### src/rtl/core/shabs_pkg.sv
`default_nettype none
// ----------------------------------------------------------------------------
// shabs_pkg
// Types, constants and round functions shared by the SHA-256 byte stream
// hasher modules.
// ----------------------------------------------------------------------------
package shabs_pkg;

	// input item kinds
	localparam logic KIND_DATA   = 1'b0;
	localparam logic KIND_FINISH = 1'b1;

	localparam int unsigned WORD_W       = 32;
	localparam int unsigned BLOCK_WORDS  = 16;
	localparam int unsigned ROUNDS       = 64;
	localparam int unsigned DIGEST_WORDS = 8;

	// word slot that carries the high half of the bit length
	localparam logic [3:0] LEN_HI_SLOT = 4'd14;
	localparam logic [7:0] PAD_BYTE    = 8'h80;

	// initial hash value, entry 0 in the low bits
	localparam logic [7:0][31:0] SHA_IV = {
		32'h5be0cd19, 32'h1f83d9ab, 32'h9b05688c, 32'h510e527f,
		32'ha54ff53a, 32'h3c6ef372, 32'hbb67ae85, 32'h6a09e667
	};

	typedef struct packed {
		logic       kind;
		logic [7:0] data_byte;
	} in_item_t;

	typedef struct packed {
		logic [2:0]  word_index;
		logic [31:0] digest_word;
		logic        last_word;
	} out_item_t;

	// one message word on its way from the front to the round engine
	typedef struct packed {
		logic        fin;   // last word of the final block of a message
		logic [31:0] word;
	} word_ent_t;

	function automatic logic [31:0] big_sig0(input logic [31:0] x);
		big_sig0 = {x[1:0], x[31:2]} ^ {x[12:0], x[31:13]} ^ {x[21:0], x[31:22]};
	endfunction

	function automatic logic [31:0] big_sig1(input logic [31:0] x);
		big_sig1 = {x[5:0], x[31:6]} ^ {x[10:0], x[31:11]} ^ {x[24:0], x[31:25]};
	endfunction

	function automatic logic [31:0] sml_sig0(input logic [31:0] x);
		sml_sig0 = {x[6:0], x[31:7]} ^ {x[17:0], x[31:18]} ^ {3'b000, x[31:3]};
	endfunction

	function automatic logic [31:0] sml_sig1(input logic [31:0] x);
		sml_sig1 = {x[16:0], x[31:17]} ^ {x[18:0], x[31:19]} ^ {10'b0, x[31:10]};
	endfunction

	function automatic logic [31:0] f_ch(input logic [31:0] e, input logic [31:0] f,
		input logic [31:0] g);
		f_ch = (e & f) ^ (~e & g);
	endfunction

	function automatic logic [31:0] f_maj(input logic [31:0] a, input logic [31:0] b,
		input logic [31:0] c);
		f_maj = (a & b) ^ (a & c) ^ (b & c);
	endfunction

	// round constants
	function automatic logic [31:0] round_k(input logic [5:0] t);
		logic [31:0] k;
		unique case (t)
			6'd0:  k = 32'h428a2f98;  6'd1:  k = 32'h71374491;
			6'd2:  k = 32'hb5c0fbcf;  6'd3:  k = 32'he9b5dba5;
			6'd4:  k = 32'h3956c25b;  6'd5:  k = 32'h59f111f1;
			6'd6:  k = 32'h923f82a4;  6'd7:  k = 32'hab1c5ed5;
			6'd8:  k = 32'hd807aa98;  6'd9:  k = 32'h12835b01;
			6'd10: k = 32'h243185be;  6'd11: k = 32'h550c7dc3;
			6'd12: k = 32'h72be5d74;  6'd13: k = 32'h80deb1fe;
			6'd14: k = 32'h9bdc06a7;  6'd15: k = 32'hc19bf174;
			6'd16: k = 32'he49b69c1;  6'd17: k = 32'hefbe4786;
			6'd18: k = 32'h0fc19dc6;  6'd19: k = 32'h240ca1cc;
			6'd20: k = 32'h2de92c6f;  6'd21: k = 32'h4a7484aa;
			6'd22: k = 32'h5cb0a9dc;  6'd23: k = 32'h76f988da;
			6'd24: k = 32'h983e5152;  6'd25: k = 32'ha831c66d;
			6'd26: k = 32'hb00327c8;  6'd27: k = 32'hbf597fc7;
			6'd28: k = 32'hc6e00bf3;  6'd29: k = 32'hd5a79147;
			6'd30: k = 32'h06ca6351;  6'd31: k = 32'h14292967;
			6'd32: k = 32'h27b70a85;  6'd33: k = 32'h2e1b2138;
			6'd34: k = 32'h4d2c6dfc;  6'd35: k = 32'h53380d13;
			6'd36: k = 32'h650a7354;  6'd37: k = 32'h766a0abb;
			6'd38: k = 32'h81c2c92e;  6'd39: k = 32'h92722c85;
			6'd40: k = 32'ha2bfe8a1;  6'd41: k = 32'ha81a664b;
			6'd42: k = 32'hc24b8b70;  6'd43: k = 32'hc76c51a3;
			6'd44: k = 32'hd192e819;  6'd45: k = 32'hd6990624;
			6'd46: k = 32'hf40e3585;  6'd47: k = 32'h106aa070;
			6'd48: k = 32'h19a4c116;  6'd49: k = 32'h1e376c08;
			6'd50: k = 32'h2748774c;  6'd51: k = 32'h34b0bcb5;
			6'd52: k = 32'h391c0cb3;  6'd53: k = 32'h4ed8aa4a;
			6'd54: k = 32'h5b9cca4f;  6'd55: k = 32'h682e6ff3;
			6'd56: k = 32'h748f82ee;  6'd57: k = 32'h78a5636f;
			6'd58: k = 32'h84c87814;  6'd59: k = 32'h8cc70208;
			6'd60: k = 32'h90befffa;  6'd61: k = 32'ha4506ceb;
			6'd62: k = 32'hbef9a3f7;  6'd63: k = 32'hc67178f2;
			default: k = 32'h0;
		endcase
		round_k = k;
	endfunction

endpackage
`default_nettype wire

### src/rtl/core/shabs_front.sv
`default_nettype none
// ----------------------------------------------------------------------------
// shabs_front
// Takes data and finish items, packs bytes into big-endian words, counts
// message bits and generates the padding and length words of a message.
// ----------------------------------------------------------------------------
module shabs_front
	import shabs_pkg::*;
(
	input  wire logic      clk,
	input  wire logic      arst_n,
	input  wire logic      push,
	input  wire in_item_t  item,
	output logic           full,
	output logic           q_wr,
	output word_ent_t      q_data,
	input  wire logic      q_full
);

	localparam logic [1:0] F_DATA = 2'd0;
	localparam logic [1:0] F_PAD1 = 2'd1;
	localparam logic [1:0] F_PADZ = 2'd2;
	localparam logic [1:0] F_LO   = 2'd3;

	logic [1:0]  state_q;
	logic [23:0] acc_q;     // bytes of the partial word, newest in the low byte
	logic [1:0]  byte_q;    // bytes held in acc_q
	logic [3:0]  wcnt_q;    // word slot within the current block
	logic [63:0] bits_q;    // message bit count
	logic [63:0] len_q;     // bit length latched at finish

	logic        accept;
	logic [31:0] pad_word;

	assign full   = (state_q != F_DATA) | q_full;
	assign accept = push & ~full;

	// first padding word: buffered bytes, then the marker byte, then zeros
	always_comb begin
		unique case (byte_q)
			2'd0:    pad_word = {PAD_BYTE, 24'h0};
			2'd1:    pad_word = {acc_q[7:0], PAD_BYTE, 16'h0};
			2'd2:    pad_word = {acc_q[15:0], PAD_BYTE, 8'h0};
			default: pad_word = {acc_q[23:0], PAD_BYTE};
		endcase
	end

	// word stream into the queue
	always_comb begin
		q_wr   = 1'b0;
		q_data = '{fin: 1'b0, word: 32'h0};
		unique case (state_q)
			F_DATA: begin
				q_wr        = accept & (item.kind == KIND_DATA) & (byte_q == 2'd3);
				q_data.word = {acc_q, item.data_byte};
			end
			F_PAD1: begin
				q_wr        = ~q_full;
				q_data.word = pad_word;
			end
			F_PADZ: begin
				q_wr        = ~q_full;
				q_data.word = (wcnt_q == LEN_HI_SLOT) ? len_q[63:32] : 32'h0;
			end
			default: begin
				q_wr        = ~q_full;
				q_data.word = len_q[31:0];
				q_data.fin  = 1'b1;
			end
		endcase
	end

	// control and counters
	always_ff @(posedge clk or negedge arst_n) begin
		if (!arst_n) begin
			state_q <= F_DATA;
			byte_q  <= 2'd0;
			wcnt_q  <= 4'd0;
			bits_q  <= 64'd0;
		end else begin
			if (q_wr) wcnt_q <= wcnt_q + 4'd1;
			unique case (state_q)
				F_DATA: begin
					if (accept && item.kind == KIND_DATA) begin
						byte_q <= byte_q + 2'd1;
						bits_q <= bits_q + 64'd8;
					end else if (accept) begin
						bits_q  <= 64'd0;
						state_q <= F_PAD1;
					end
				end
				F_PAD1: begin
					if (q_wr) begin
						byte_q  <= 2'd0;
						state_q <= F_PADZ;
					end
				end
				F_PADZ: begin
					if (q_wr && wcnt_q == LEN_HI_SLOT) state_q <= F_LO;
				end
				default: begin
					if (q_wr) state_q <= F_DATA;
				end
			endcase
		end
	end

	// payload registers
	always_ff @(posedge clk) begin
		if (accept && item.kind == KIND_DATA) acc_q <= {acc_q[15:0], item.data_byte};
		if (accept && item.kind == KIND_FINISH) len_q <= bits_q;
	end

endmodule
`default_nettype wire

### src/rtl/core/shabs_fifo.sv
`default_nettype none
// ----------------------------------------------------------------------------
// shabs_fifo
// Sixteen-entry word queue between the front and the round engine.
// ----------------------------------------------------------------------------
module shabs_fifo
	import shabs_pkg::*;
(
	input  wire logic      clk,
	input  wire logic      arst_n,
	input  wire logic      wr_en,
	input  wire word_ent_t wr_data,
	output logic           full,
	input  wire logic      rd_en,
	output word_ent_t      rd_data,
	output logic           empty
);

	localparam int unsigned DEPTH = 16;
	localparam int unsigned AW    = $clog2(DEPTH);

	word_ent_t     mem_q [DEPTH];
	logic [AW-1:0] wr_ptr_q;
	logic [AW-1:0] rd_ptr_q;
	logic [AW:0]   cnt_q;

	logic do_wr;
	logic do_rd;

	assign full    = (cnt_q == (AW+1)'(DEPTH));
	assign empty   = (cnt_q == '0);
	assign do_wr   = wr_en & ~full;
	assign do_rd   = rd_en & ~empty;
	assign rd_data = mem_q[rd_ptr_q];

	// pointers and occupancy
	always_ff @(posedge clk or negedge arst_n) begin
		if (!arst_n) begin
			wr_ptr_q <= '0;
			rd_ptr_q <= '0;
			cnt_q    <= '0;
		end else begin
			if (do_wr) wr_ptr_q <= wr_ptr_q + AW'(1);
			if (do_rd) rd_ptr_q <= rd_ptr_q + AW'(1);
			if (do_wr && !do_rd) cnt_q <= cnt_q + (AW+1)'(1);
			else if (!do_wr && do_rd) cnt_q <= cnt_q - (AW+1)'(1);
		end
	end

	// storage
	always_ff @(posedge clk) begin
		if (do_wr) mem_q[wr_ptr_q] <= wr_data;
	end

endmodule
`default_nettype wire

### src/rtl/core/shabs_back.sv
`default_nettype none
// ----------------------------------------------------------------------------
// shabs_back
// SHA-256 round engine: one round per cycle (stalls while early rounds wait on
// the queue), 16-word schedule window, hash update, digest output register.
// ----------------------------------------------------------------------------
module shabs_back
	import shabs_pkg::*;
(
	input  wire logic      clk,
	input  wire logic      arst_n,
	input  wire word_ent_t q_data,
	input  wire logic      q_empty,
	output logic           q_rd,
	output logic           empty,
	output out_item_t      result,
	input  wire logic      pop
);

	localparam logic B_RUN = 1'b0;
	localparam logic B_ADD = 1'b1;

	logic        state_q;
	logic [5:0]  rnd_q;
	logic        fin_q;
	logic [31:0] v_q   [8];
	logic [31:0] h_q   [8];
	logic [31:0] w_q   [BLOCK_WORDS];
	logic [31:0] dig_q [DIGEST_WORDS];
	logic [2:0]  oidx_q;
	logic        busy_q;

	logic        early;
	logic        step;
	logic        add_go;
	logic        out_pop;
	logic [31:0] wt;
	logic [31:0] t1;
	logic [31:0] t2;
	logic [31:0] sum [8];

	// first sixteen rounds take words straight from the queue
	assign early   = (rnd_q < 6'(BLOCK_WORDS));
	assign q_rd    = (state_q == B_RUN) & early & ~q_empty;
	assign step    = (state_q == B_RUN) & (~early | ~q_empty);
	assign add_go  = (state_q == B_ADD) & (~fin_q | ~busy_q);
	assign out_pop = pop & busy_q;

	// schedule word and round sums
	always_comb begin
		if (early) wt = q_data.word;
		else wt = sml_sig1(w_q[14]) + w_q[9] + sml_sig0(w_q[1]) + w_q[0];
		t1 = v_q[7] + big_sig1(v_q[4]) + f_ch(v_q[4], v_q[5], v_q[6]) + round_k(rnd_q) + wt;
		t2 = big_sig0(v_q[0]) + f_maj(v_q[0], v_q[1], v_q[2]);
		for (int i = 0; i < 8; i++) sum[i] = h_q[i] + v_q[i];
	end

	// sequencing, working variables and chaining value
	always_ff @(posedge clk or negedge arst_n) begin
		if (!arst_n) begin
			state_q <= B_RUN;
			rnd_q   <= 6'd0;
			fin_q   <= 1'b0;
			for (int i = 0; i < 8; i++) begin
				v_q[i] <= SHA_IV[i];
				h_q[i] <= SHA_IV[i];
			end
		end else begin
			unique case (state_q)
				B_RUN: begin
					if (step) begin
						v_q[7] <= v_q[6];
						v_q[6] <= v_q[5];
						v_q[5] <= v_q[4];
						v_q[4] <= v_q[3] + t1;
						v_q[3] <= v_q[2];
						v_q[2] <= v_q[1];
						v_q[1] <= v_q[0];
						v_q[0] <= t1 + t2;
						rnd_q  <= rnd_q + 6'd1;
						if (q_rd) fin_q <= q_data.fin;
						if (rnd_q == 6'(ROUNDS - 1)) state_q <= B_ADD;
					end
				end
				default: begin
					if (add_go) begin
						state_q <= B_RUN;
						for (int i = 0; i < 8; i++) begin
							v_q[i] <= fin_q ? SHA_IV[i] : sum[i];
							h_q[i] <= fin_q ? SHA_IV[i] : sum[i];
						end
					end
				end
			endcase
		end
	end

	// schedule window, newest word at the top
	always_ff @(posedge clk) begin
		if (step) begin
			for (int i = 0; i < BLOCK_WORDS - 1; i++) w_q[i] <= w_q[i+1];
			w_q[BLOCK_WORDS-1] <= wt;
		end
	end

	// digest output register
	always_ff @(posedge clk or negedge arst_n) begin
		if (!arst_n) begin
			busy_q <= 1'b0;
			oidx_q <= 3'd0;
		end else begin
			if (add_go && fin_q) begin
				busy_q <= 1'b1;
				oidx_q <= 3'd0;
			end else if (out_pop) begin
				oidx_q <= oidx_q + 3'd1;
				if (oidx_q == 3'(DIGEST_WORDS - 1)) busy_q <= 1'b0;
			end
		end
	end

	always_ff @(posedge clk) begin
		if (add_go && fin_q) begin
			for (int i = 0; i < 8; i++) dig_q[i] <= sum[i];
		end
	end

	assign empty              = ~busy_q;
	assign result.word_index  = oidx_q;
	assign result.digest_word = dig_q[oidx_q];
	assign result.last_word   = (oidx_q == 3'(DIGEST_WORDS - 1));

endmodule
`default_nettype wire

### src/rtl/core/sha256_byte_stream_hasher_top.sv
`default_nettype none
// Padding: a finish item holds full while 3 to 18 padding words are queued.
// Throughput: one byte per cycle in bursts while full is low; each 64-byte block
//   takes 64 rounds plus one hash-add step in the round engine.
// Reset: arst_n clears all control state and loads the initial hash value.
// ----------------------------------------------------------------------------
// sha256_byte_stream_hasher_top
// SHA-256 over a byte stream: front packer and padder, word queue, round
// engine with digest output register.
// ----------------------------------------------------------------------------
module sha256_byte_stream_hasher_top
	import shabs_pkg::*;
(
	input  wire logic     clk,
	input  wire logic     arst_n,
	input  wire logic     push,
	input  wire in_item_t item,
	output logic          full,
	output logic          empty,
	output out_item_t     result,
	input  wire logic     pop
);

	logic      q_wr;
	logic      q_full;
	logic      q_rd;
	logic      q_empty;
	word_ent_t q_wdata;
	word_ent_t q_rdata;

	shabs_front u_front (
		.clk    (clk),
		.arst_n (arst_n),
		.push   (push),
		.item   (item),
		.full   (full),
		.q_wr   (q_wr),
		.q_data (q_wdata),
		.q_full (q_full)
	);

	shabs_fifo u_fifo (
		.clk     (clk),
		.arst_n  (arst_n),
		.wr_en   (q_wr),
		.wr_data (q_wdata),
		.full    (q_full),
		.rd_en   (q_rd),
		.rd_data (q_rdata),
		.empty   (q_empty)
	);

	shabs_back u_back (
		.clk     (clk),
		.arst_n  (arst_n),
		.q_data  (q_rdata),
		.q_empty (q_empty),
		.q_rd    (q_rd),
		.empty   (empty),
		.result  (result),
		.pop     (pop)
	);

	// front never writes into a full queue
	a_no_q_overflow: assert property (@(posedge clk) disable iff (!arst_n)
		!(q_wr && q_full))
		else $error("word written into full queue");

	// digest words come out in index order
	a_index_order: assert property (@(posedge clk) disable iff (!arst_n)
		(pop && !empty && !result.last_word) |=>
		(!empty && result.word_index == $past(result.word_index) + 3'd1))
		else $error("digest word index out of order");

	// taking the last word frees the output
	a_last_frees: assert property (@(posedge clk) disable iff (!arst_n)
		(pop && !empty && result.last_word) |=> empty)
		else $error("output still busy after last digest word");

	// the last mark sits on the final word only
	a_last_index: assert property (@(posedge clk) disable iff (!arst_n)
		(!empty && result.last_word) |-> (result.word_index == 3'd7))
		else $error("last word mark on wrong index");

endmodule
`default_nettype wire

### config.mk
export PLATFORM = sky130hd
export DESIGN_NAME = sha256_byte_stream_hasher_top
export DESIGN_NICKNAME = d
export VERILOG_FILES = /design/src/rtl/core/shabs_pkg.sv /design/src/rtl/core/shabs_front.sv /design/src/rtl/core/shabs_fifo.sv /design/src/rtl/core/shabs_back.sv /design/src/rtl/core/sha256_byte_stream_hasher_top.sv
export SDC_FILE = /design/constraint.sdc
export NUM_CORES = 2
export LEC_CHECK = 0
export BUFFER_PORTS_ARGS = -buffer_cell sky130_fd_sc_hd__buf_4
export CAP_MARGIN = 10
export CORE_MARGIN = 2
export CORE_UTILIZATION = 55
export CTS_BUF_LIST = sky130_fd_sc_hd__clkbuf_2
export CTS_CLUSTER_DIAMETER = 60
export DETAILED_ROUTE_END_ITERATION = 7
export PLACE_DENSITY = 0.71
export SLEW_MARGIN = 25
export SYNTH_ARGS = -nofsm -noshare
export SYNTH_HDL_FRONTEND = slang
export SYNTH_HIERARCHICAL = 1
export SYNTH_SLANG_ARGS = --single-unit
### constraint.sdc
create_clock -name clk -period 38.6 [get_ports clk]
set_clock_uncertainty 0.05 [all_clocks]
set_input_delay 11.58 -clock clk [delete_from_list [all_inputs] [get_ports clk]]
set_output_delay 11.58 -clock clk [all_outputs]
set_load 0.02 [all_outputs]
After elaboration in Yosys (flattened, before gate mapping):

Memories as Yosys holds them, arrays and structs flattened.
Index checks and enable logic that the tools add are counted.
W data, S select, Z words.

* shift-type cells: 0
* equality and inequality tests: 15
* bitwise operators: 38
* multipliers: 0
* divide/modulo/power cells: 0
* muxes and demuxes: 44
* add/sub/neg operators: 27
* order comparisons: 1
* reductions and logical operators: 28

Operators by type and width (count)
* $mux W256: 3
* $add A32 B32 Y32: 18
* $mux W32: 10
* $xor A32 B32 Y32: 9
* $pmux W32 S3: 2
* $and A32 B32 Y32: 5
* $mux W64: 2
* $add A64 B4 Y64 const B: 1
* $not A32 Y32: 1
* $xor A32 B22 Y32: 1
* $xor A32 B29 Y32: 1
* $mux W1: 15
* $reduce_bool A2 Y1: 7
* $add A4 B1 Y4 const B: 3
* $mux W2: 6
* $and A1 B1 Y1: 10
* $mux W5: 2
* $reduce_and A2 Y1: 5
* $ne A2 B1 Y1 const B: 4
* $not A1 Y1: 8
* $add A6 B1 Y6 const B: 1
* $eq A2 B2 Y1 const B: 3
* $eq A6 B6 Y1 const B: 1
* $logic_and A1 B1 Y1: 6
* other kinds (21): 29

* bits in writable memories: 1296
* bits in registers: 697
* bits in read-only memories: 2048
* logic and storage cells: 187
* bits in latches: 0
* input bits: 13
* output and inout bits: 38
* memories kept: 4

Memories
* (name not given): depth 64, width 32, read ports 1, clocked after memory_dff 0, wr ports 0, RTL line shabs_pkg.sv:74 `unique case (t)`
* u_fifo.mem_q: depth 16, width 33, read ports 1, clocked after memory_dff 0, wr ports 1, RTL line shabs_fifo.sv:22 `word_ent_t mem_q [DEPTH];`
* u_back.w_q: depth 16, width 32, read ports 16, clocked after memory_dff 0, wr ports 16, RTL line shabs_back.sv:28 `logic [31:0] w_q [BLOCK_WORDS];`
* u_back.dig_q: depth 8, width 32, read ports 1, clocked after memory_dff 0, wr ports 8, RTL line shabs_back.sv:29 `logic [31:0] dig_q [DIGEST_WORDS];`

Logic depth before layout (Yosys ltp):

* word-level depth: 12
* gate-level depth with buffers: 46
* mapped depth without buffers: 46

Modules after synthesis:

The synthesis kept the hierarchy.

Modules (own cells, without submodules)
* shabs_back: times used 1, area an instance 73608.1 um2, cells an instance 6531
* shabs_fifo: times used 1, area an instance 21351.7 um2, cells an instance 1039
* shabs_front: times used 1, area an instance 7269.5 um2, cells an instance 643

Worst setup path after synthesis:

No wires, ideal clock.

* kind: register to register
* start: reg u_back.rnd_q[5]
* end: reg u_back.rnd_q[1]
* cell stages (with the launch flop): 8
* period minus slack after synthesis: 16.181 ns
* data required time: 37.787 ns
* path buffers: 2
* setup slack: 22.419 ns
* data arrival time: 15.368 ns
* library setup time: 0.763 ns
* cell sequence: dfrtp_1 clkbuf_1 nor2_1 nand2_1 nand2_1 clkinv_1 clkbuf_1 o21ai_0

* cells in the longest elaborated chain, start to end: 5

Ends and longest elaborated chain
* start: declaration: RTL line shabs_back.sv:24 `logic [5:0] rnd_q;`
* start signal: assignment: RTL line shabs_back.sv:80 `rnd_q <= rnd_q + 6'd1;`
* $lt A6 B5 Y1: RTL line shabs_back.sv:43 `assign early = (rnd_q < 6'(BLOCK_WORDS));`
* $not A1 Y1: RTL line shabs_back.sv:45 `assign step = (state_q == B_RUN) & (~early | ~q_empty);`
* $or A1 B1 Y1: RTL line shabs_back.sv:45
* $and A1 B1 Y1: RTL line shabs_back.sv:45
* net u_back.step: RTL line shabs_back.sv:34 `logic step;`
* $reduce_and A2 Y1 (no source line)

The timed path passes the listed nets, and every way through them passes these cells.
A chain may end at the register's enable or synchronous reset.

==> flow_summary_export.csv <==
group,metric,value,unit
critical_path,crit_path_start_kind,"flop",
floorplanning,ios,51,
critical_path,crit_slowest_cell,"dfrtp_4",
yosys,synth_edf_count,1381,
drt,postRouteAntennaNets,0,
global_route,overflow,0,
cts,clock_path_buffers,4,
cts,cts_root_buffer,"clkbuf_2",
sta,layout_setup_ws,22440,ps
sta,max-slew-margin-rel,0.08564,
finish,nFillCells,15030,
drt,wl_per_cell,26.95,um
cts,cts_hold_repair.buffers,0,
sta,post-route-period-util,0.4187,
drt,met1_length,127.4,mm
critical_path,cp_num_buf_inv,2,
yosys,synth-compound-area-share,0.1284,
critical_path,worst_setup_path_end_kind,"output port",
drt,firstDrtPassIters,8,
critical_path,critical_path.top_delay_family,"multiplexers",
floorplanning,rows,158,
yosys,ys_seq_elements,1987,
global_route,grt_use_total,0.3201,
critical_path,cp.required,26970,ps
sta,finalHoldViolCount,0,
global_route,antenna_found_initial,8,
cts,clk_latency,1940,ps
floorplanning,fp.dieH,435.1,um
critical_path,crit_type,"flop to output port",
yosys,synth_adder_area_share,0.09424,
placement,place_worst_setup_slack,23980,ps
drt,remaining_drc_errors,0,
global_route,first_global_vias,68560,
cts,clock_sinks,1987,
critical_path,critPathMaxFanout,40,
cts,cts-buffers-inserted,537,
drt,drtIter0Drc,9181,
yosys,muxShareOfSynthArea,0.05255,
yosys,synth_area,0.1022,mm2
global_route,grt_max_degree,147,
finish,final_cell_mix,"1381 x edfxtp_1, 776 x clkbuf_2, 733 x nor2_1, 577 x nand2_1, 485 x xnor2_1",
cts,tritoncts,"yes",
finish,drive_gt1_frac,0.1860,
cts,clk_pin_slew_worst_paths,90,ps
placement,dp_hpwl,216.0,mm
worst_hold_path,hold_class,"flop to flop",
critical_path,arrival,4530,ps
floorplanning,core,0.1850,mm2
yosys,syn_inst,8213,
yosys,synth_top_cell_by_area,"edfxtp_1",
sta,rsz0062_at_grt,"no",
placement,place_inst,10470,
yosys,syn-num-nets,8854,
finish,nets,9171,
floorplanning,die_area,0.1893,mm2
drt,routed-wl-met2,133.8,mm
yosys,ys_top_cells_by_area,"edfxtp_1 41%, dfrtp_1 8.2%, dfstp_2 7.0%",
cts,postCtsSetupBuffers,0,
job,drv_cap,0,
sta,worst_pin_slew,1372,ps
sta,period_needed,16160,ps
yosys,synth-warning-count,6,
global_route,grt_pass1_wl,449.0,mm
floorplanning,dieWidth,435.1,um
outcome,status,"finished, final reports clean",
yosys,ys.flop_type,"edfxtp_1",
critical_path,slowest_delay,830,ps
sta,drv_slew,0,
floorplanning,initial_utilization,0.5525,
yosys,syn_avg_cell_area,12.45,um2
yosys,synth-simple-area-share,0.08350,
cts,cts_max_level,6,
finish,final_common_cell,"edfxtp_1",
drt,routed_wl,307.0,mm
yosys,yosysSeqAreaShare,0.5573,
placement,gp_congestion,0.9934,
finish,area_growth,7.698,%
placement,port_buffers,50,
sta,fmax,61.88,MHz
yosys,synth_xor_xnor_area_share,0.05504,
cts,cts_resized,0,
critical_path,path_cells,"buf_6 > mux4_2 > mux2_2 > buf_4",
finish,final_cells,11390,
yosys,async_flop_share,0.3050,
drt,viasPerCell,6.224,
yosys,synth_top_area_share,0.4057,
yosys,synth_top_family_by_area,"compound AO/OA/AOI/OAI gates",
drt,wl_met3,31.22,mm
sta,setup_tns,0,ps
sta,final-setup-viol-count,0,
sta,hold_slack,265.5,ps
drt,vias,70890,
drt,dr.max_layer_used,"met4",
yosys,synth_cell_type_count,118,
==> metrics by stage <==
stage | cell area (um2) | util
2_1_floorplan | 102200 | -
3_3_place_gp | 105200 | 0.5686
3_5_place_dp | 105300 | 0.5689
4_1_cts | 110000 | 0.5947
5_1_grt | 110100 | 0.5950
6_report | 110100 | 0.5950
==> cells in the mapped netlist, types with 24 or more instances <==
cell type	instances
a221oi_2	58
buf_1	39
nand2b_1	62
o22a_1	35
and3_1	38
clkbuf_1	309
xnor2_1	485
a21o_1	194
fa_1	198
nand4_1	51
o21ai_0	330
o21bai_1	50
a21oi_1	486
a31oi_1	47
ha_1	430
buf_2	24
dfstp_2	272
inv_1	334
edfxtp_1	1381
o21a_1	80
mux2i_1	155
mux2_2	72
mux4_2	133
a22oi_1	60
nand3_1	102
o211ai_1	39
and2_1	27
or3_1	42
o21ai_1	55
nor3_1	115
nor2_1	748
dfrtp_1	334
xor2_1	153
o31ai_1	75
maj3_1	29
a221oi_1	77
o22ai_1	59
a22o_1	63
nor2b_1	37
nand2_1	580
a211oi_1	47
==> cell type report <==
type,count,area [um2],area share
antenna,8,20.02,0.0001818
clock buffer,776,3884,0.03527
clock inverter,136,900.9,0.008182
inverter,338,1280,0.01163
multi-input combinational,5487,42500,0.3860
sequential,1987,57000,0.5177
tap,2480,3103,0.02818
timing repair buffer,179,1410,0.01281
==> worst reg2reg max path: cells and delay by family, from the launching register on <==
family	cells	cell delay (ps)
XOR/XNOR	5	1520
buffers and inverters	4	220
AO/OA/AOI/OAI	15	4100
flip-flops	1	630
adder cells (fa/ha/maj)	9	4190
AND/OR/NAND/NOR	9	1770
==> state kept, by name, indices dropped and copies added, names as in the netlist, 2 cells and up <==
| signal | count |
|---|---|
| u_fifo/mem_q | 528 |
| u_back/w_q | 512 |
| u_back/dig_q | 256 |
| u_back/h_q | 256 |
| u_back/v_q | 256 |
| u_front/bits_q | 61 |
| u_front/len_q | 61 |
| u_front/acc_q | 24 |
| u_back/rnd_q | 6 |
| u_fifo/cnt_q | 5 |
| u_fifo/rd_ptr_q | 4 |
| u_fifo/wr_ptr_q | 4 |
| u_front/wcnt_q | 4 |
| u_back/oidx_q | 3 |
| u_front/byte_q | 2 |
| u_front/state_q | 2 |
==> cells by family after synthesis <==
family | Yosys count
flops | 1987
xor+xnor | 640
buf+inv | 739
compound gates | 1925
fa+ha+maj | 657
mux | 361
simple gates | 1904
==> path summary, 6_finish.rpt <==
check | startpoint | slack [ps] | cells after the start | endpoint
max reg2reg | u_back/w_q[1][213] | 26030 | 42 | u_back/v_q[255]
max in group asynchronous | arst_n | 26460 | 3 | u_fifo/rd_ptr_q[0]
min reg2reg | u_back/w_q[1][138] | 270 | 0 | u_back/w_q[1][106]
min in group asynchronous | arst_n | 9610 | 1 | u_back/v_q[235]
min | u_back/w_q[1][138] | 270 | 0 | u_back/w_q[1][106]
max | u_back/oidx_q[0] | 22440 | 4 | result[8]
==> metal layers <==
metal / vias up / GRT usage
met5: - / 0
met4: 0 / 0.1492
met3: 599 / 0.08259
met2: 3634 / 0.4641
met1: 35420 / 0.4530
li1: 31240 / -
Power is not shown: default switching activity piles up to over one toggle a cycle in this logic, so the estimate is an artifact.
